<file path="config.mk">
export PLATFORM = sky130hd
export DESIGN_NAME = cdfm_row_mem
export DESIGN_NICKNAME = d
export VERILOG_FILES = /design/src/design/cdfm_pkg.sv /design/src/design/cdfm_row_mem.sv
export SDC_FILE = /design/constraint.sdc
export NUM_CORES = 2
export LEC_CHECK = 0
export ABC_CLOCK_PERIOD_IN_PS = 4500
export BUFFER_PORTS_ARGS = -buffer_cell sky130_fd_sc_hd__clkbuf_2
export CAP_MARGIN = 20
export CORE_UTILIZATION = 45
export DETAILED_ROUTE_END_ITERATION = 10
export PLACE_DENSITY = 0.71
export SLEW_MARGIN = 20
export SYNTH_ARGS = -nofsm -noshare
export SYNTH_HDL_FRONTEND = slang
export SYNTH_SLANG_ARGS = --single-unit
export TNS_END_PERCENT = 30
</file>
<file path="constraint.sdc">
create_clock -name clk_i -period 4.5 [get_ports clk_i]
set_input_delay 0.675 -clock clk_i [delete_from_list [all_inputs] [get_ports clk_i]]
set_output_delay 0.675 -clock clk_i [all_outputs]
set_load 0.005 [all_outputs]
</file>
<file path="src/design/cdfm_pkg.sv">
// cdfm_pkg: shared types and codes of the CDF symbol mapper.
// No dependencies; used by the memories and the top level.
package cdfm_pkg;

  // Item kinds on the input channel
  localparam logic [1:0] KIND_CDF = 2'd0;
  localparam logic [1:0] KIND_ROW = 2'd1;
  localparam logic [1:0] KIND_ENC = 2'd2;

  // Fixed field widths
  localparam int ROW_IN_W   = 6;
  localparam int ROW_IN_CNT = 1 << ROW_IN_W;
  localparam int CDF_W      = 17;
  localparam int LEN_W      = 9;
  localparam int WORD_W     = 32;
  localparam int OUT_W      = 16;
  // Piece count fits 0..32
  localparam int CNT_W      = 6;

  // Per-row setup word
  typedef struct packed {
    logic [LEN_W-1:0]  length;
    logic [WORD_W-1:0] offset;
  } row_entry_t;

  typedef enum logic [2:0] {
    ST_IDLE,
    ST_LOOK,
    ST_FIRST,
    ST_COUNT,
    ST_CNT,
    ST_RAW
  } cdfm_state_e;

endpackage

</file>
<file path="src/design/cdfm_row_mem.sv">
// cdfm_row_mem: per-row length and offset store, one write and one read port.
// Depends on cdfm_pkg for row_entry_t.
module cdfm_row_mem #(
  parameter int DEPTH  = 64,
  parameter int ADDR_W = 6
) (
  input  logic                  clk_i,
  input  logic                  we_i,
  input  logic [ADDR_W-1:0]     waddr_i,
  input  cdfm_pkg::row_entry_t  wdata_i,
  input  logic                  re_i,
  input  logic [ADDR_W-1:0]     raddr_i,
  output cdfm_pkg::row_entry_t  rdata_o
);

  cdfm_pkg::row_entry_t mem [DEPTH];
  cdfm_pkg::row_entry_t rdata_q;

  always_ff @(posedge clk_i) begin
    if (we_i) begin
      mem[waddr_i] <= wdata_i;
    end
    if (re_i) begin
      rdata_q <= mem[raddr_i];
    end
  end

  assign rdata_o = rdata_q;

endmodule

</file>
==> flow_summary_export.csv <==
group,metric,value,unit
routing,route.detailed.drc,0,
global_routing,antenna_found_initial,10,
cts,cts_setup_buffers,0,
cts,insertion_delay,940,ps
routing,wl,258000,um
yosys,synth_ff_type,"edfxtp_1",
global_routing,grt_pass1_wl,364000,um
setup_path,cpMaxStageDelayCell,"mux4_2",
cts,cts_hold_buf,0,
placed_design,port_buffers,96,
routing,first_iter_violations,6742,
floorplanning,dieArea,225000,um2
global_routing,grt_pass1_vias,48900,
placed_design,hpwl,134000,um
cts,clk_path_buf_depth,4,
floorplanning,start_util,0.453,
run_status,status,"complete, no violations",
timing,setup_viol_count_final,0,
cts,cts_resized,0,
routing,avgRoutedWirePerCell,33.4,um
setup_path,cp_data_arrival_time,3430,ps
yosys,seq_area_frac_synth,0.796,
setup_path,crit_fanout,42,
floorplanning,fp-row-count,173,
layout,area_delta_synth_final,14.0,%
timing,whs,159,ps
timing,clock_skew,54.6,ps
cts,root_buffer,"clkbuf_16",
yosys,postSynthAreaPerCell,23.8,um2
yosys,async_flop_share,0,
timing,drv_slew,0,
min_path,hp-class,"input port to register",
yosys,synth-seq-cells,2665,
timing,finalHoldViolCount,0,
global_routing,grt-busiest-layer,"met2",
setup_path,start_kind,"input port",
yosys,syn-num-nets,4282,
layout,drive_gt1_frac,0.290,
yosys,ys_types,36,
power_and_ir_drop,power,51.4,mW
floorplanning,ios,97,
placed_design,place.gp.congestion,0.793,
setup_path,cp-end-kind,"register",
yosys,synth_enable_flop_cells,2665,
cts,numClockSinks,2665,
flow_run,drv_cap,0,
global_routing,use_met2,0.371,
setup_path,criticalPathCategory,"input port to register",
routing,vias,48600,
floorplanning,coreArea,222000,um2
global_routing,grt-ovfl-total,0,
timing,tightest_slew,1210,ps
power_and_ir_drop,ir_worst_vdd,0.000481,V
routing,drt_first_pass_iters,5,
cts,cts_buffers,275,
setup_path,crit_family,"buffers and inverters",
global_routing,met3_usage,0.0544,
timing,max_freq,358,MHz
setup_path,slowest_delay,570,ps
timing,fin_tns_setup,0,ps
routing,antenna_left,0,
layout,final_cell_mix,"edfxtp_1 (2665), mux4_2 (654), clkbuf_16 (283), buf_4 (162), o22ai_1 (93)",
layout,n_fill_cell,16700,
global_routing,track_usage,0.230,
global_routing,grt_max_degree,77,
setup_path,cp_cell_sequence,"buf_8 -> buf_12 -> buf_4 -> mux4_2 -> a22oi_1 -> nand2_1 -> o21ai_0 -> nor3_1",
timing,period_share,0.620,
setup_path,reg2reg_slack,2220,ps
cts,cts.reportedPaths.clkPinSlew,60,ps
global_routing,met1_usage,0.310,
timing,fin_crit,2790,ps
floorplanning,die_y,475,um
layout,nets,4619,
floorplanning,fp.dieW,475,um
layout,final_common_cell,"edfxtp_1",
timing,slew_headroom,0.196,
routing,vias_per_cell,6.29,
cts,cts_max_level,5,
yosys,ys_warn_count,0,
setup_path,required,5140,ps
timing,rsz0062_at_grt,"no",
yosys,synth_cells,4226,
setup_path,crit_buf_inv,3,
cts,cts_tree,"built",
power_and_ir_drop,p_leak,35.3,nW
yosys,synth_area,101000,um2
power_and_ir_drop,cellPowerDensity,449,nW/um2
[state kept, by name (all words and copies together) (netlist names)]
signal,cells
rdata_o,41
mem,2624
[logic make-up (layout without fill, tap and decap cells)]
kind of cell / after synthesis / in the layout / synth area share
other cells: 0 / 1 / 0
simple gates: 209 / 209 / 0.00953
mux: 703 / 703 / 0.151
buf+inv: 243 / 760 / 0.0133
flops: 2665 / 2665 / 0.796
compound gates: 406 / 406 / 0.0295
[cells in the mapped netlist (2+ instances only)]
| cell type | number | share of area |
|---|---|---|
| a211oi_1 | 11 | 0.00082 |
| a21oi_1 | 67 | 0.0033 |
| a221oi_1 | 71 | 0.0062 |
| a22o_1 | 70 | 0.0061 |
| a22oi_1 | 44 | 0.0033 |
| a311oi_1 | 11 | 0.00096 |
| and2_1 | 4 | 0.00025 |
| buf_1 | 18 | 0.00067 |
| buf_2 | 72 | 0.0036 |
| buf_4 | 45 | 0.0034 |
| buf_6 | 21 | 0.0024 |
| clkbuf_1 | 86 | 0.0032 |
| edfxtp_1 | 2665 | 0.80 |
| mux2_2 | 5 | 0.00056 |
| mux2i_1 | 44 | 0.0044 |
| mux4_2 | 654 | 0.15 |
| nand2_1 | 17 | 0.00063 |
| nand2b_1 | 8 | 0.00050 |
| nand3_1 | 14 | 0.00070 |
| nand3b_1 | 5 | 0.00037 |
| nand4_1 | 3 | 0.00019 |
| nor2_1 | 114 | 0.0043 |
| nor2_2 | 2 | 0.00012 |
| nor2b_1 | 13 | 0.00081 |
| nor3_1 | 18 | 0.00090 |
| o21ai_0 | 11 | 0.00055 |
| o221ai_1 | 26 | 0.0023 |
| o22ai_1 | 93 | 0.0058 |
| or2_2 | 2 | 0.00012 |
| or3_1 | 3 | 0.00019 |
| or3b_2 | 4 | 0.00035 |
[worst paths after layout]
| kind | start | endpoint | depth (start not counted) |
|---|---|---|---|
| worst max register to register | mem[42][31] | rdata_o[31] | 5 |
| worst min register to register | mem[7][11] | rdata_o[11] | 5 |
| worst min-delay path | wdata_i[33] | mem[29][33] | 1 |
| worst max-delay path | raddr_i[0] | rdata_o[10] | 8 |
[per-layer routing]
metal / wire length [um] / vias to the layer above
li1: - / 19000
met1: 95300 / 26000
met2: 126000 / 3038
met3: 28800 / 486
met4: 7570 / 8
met5: 44 / -
[stage by stage]
step	utilization	instance area, um2	setup WS (ps)	std cells
6_report	0.516	115000	1710	7719
4_1_cts	0.515	114000	1730	7715
2_1_floorplan	-	101000	32.4	4226
3_5_place_dp	0.478	106000	756	7258
5_1_grt	0.516	115000	1500	7718
3_3_place_gp	0.478	106000	755	7258
[power breakdown]
group	internal [mW]	switching [mW]	total (mW)
combinational	0.905	1.50	2.41
clock	12.4	8.95	21.4
sequential	27.5	0.0895	27.6
total	40.9	10.5	51.4
[area by class of cell]
cell class | count | area [um2] | area share
antenna | 1 | 2.50 | 0.0000218
clock buffer | 360 | 7370 | 0.0643
clock inverter | 97 | 873 | 0.00762
multi-input combinational | 1318 | 19700 | 0.172
sequential | 2665 | 80000 | 0.698
tap | 2975 | 3720 | 0.0325
timing repair buffer | 303 | 2930 | 0.0256
(Power assumes the default switching activity.)
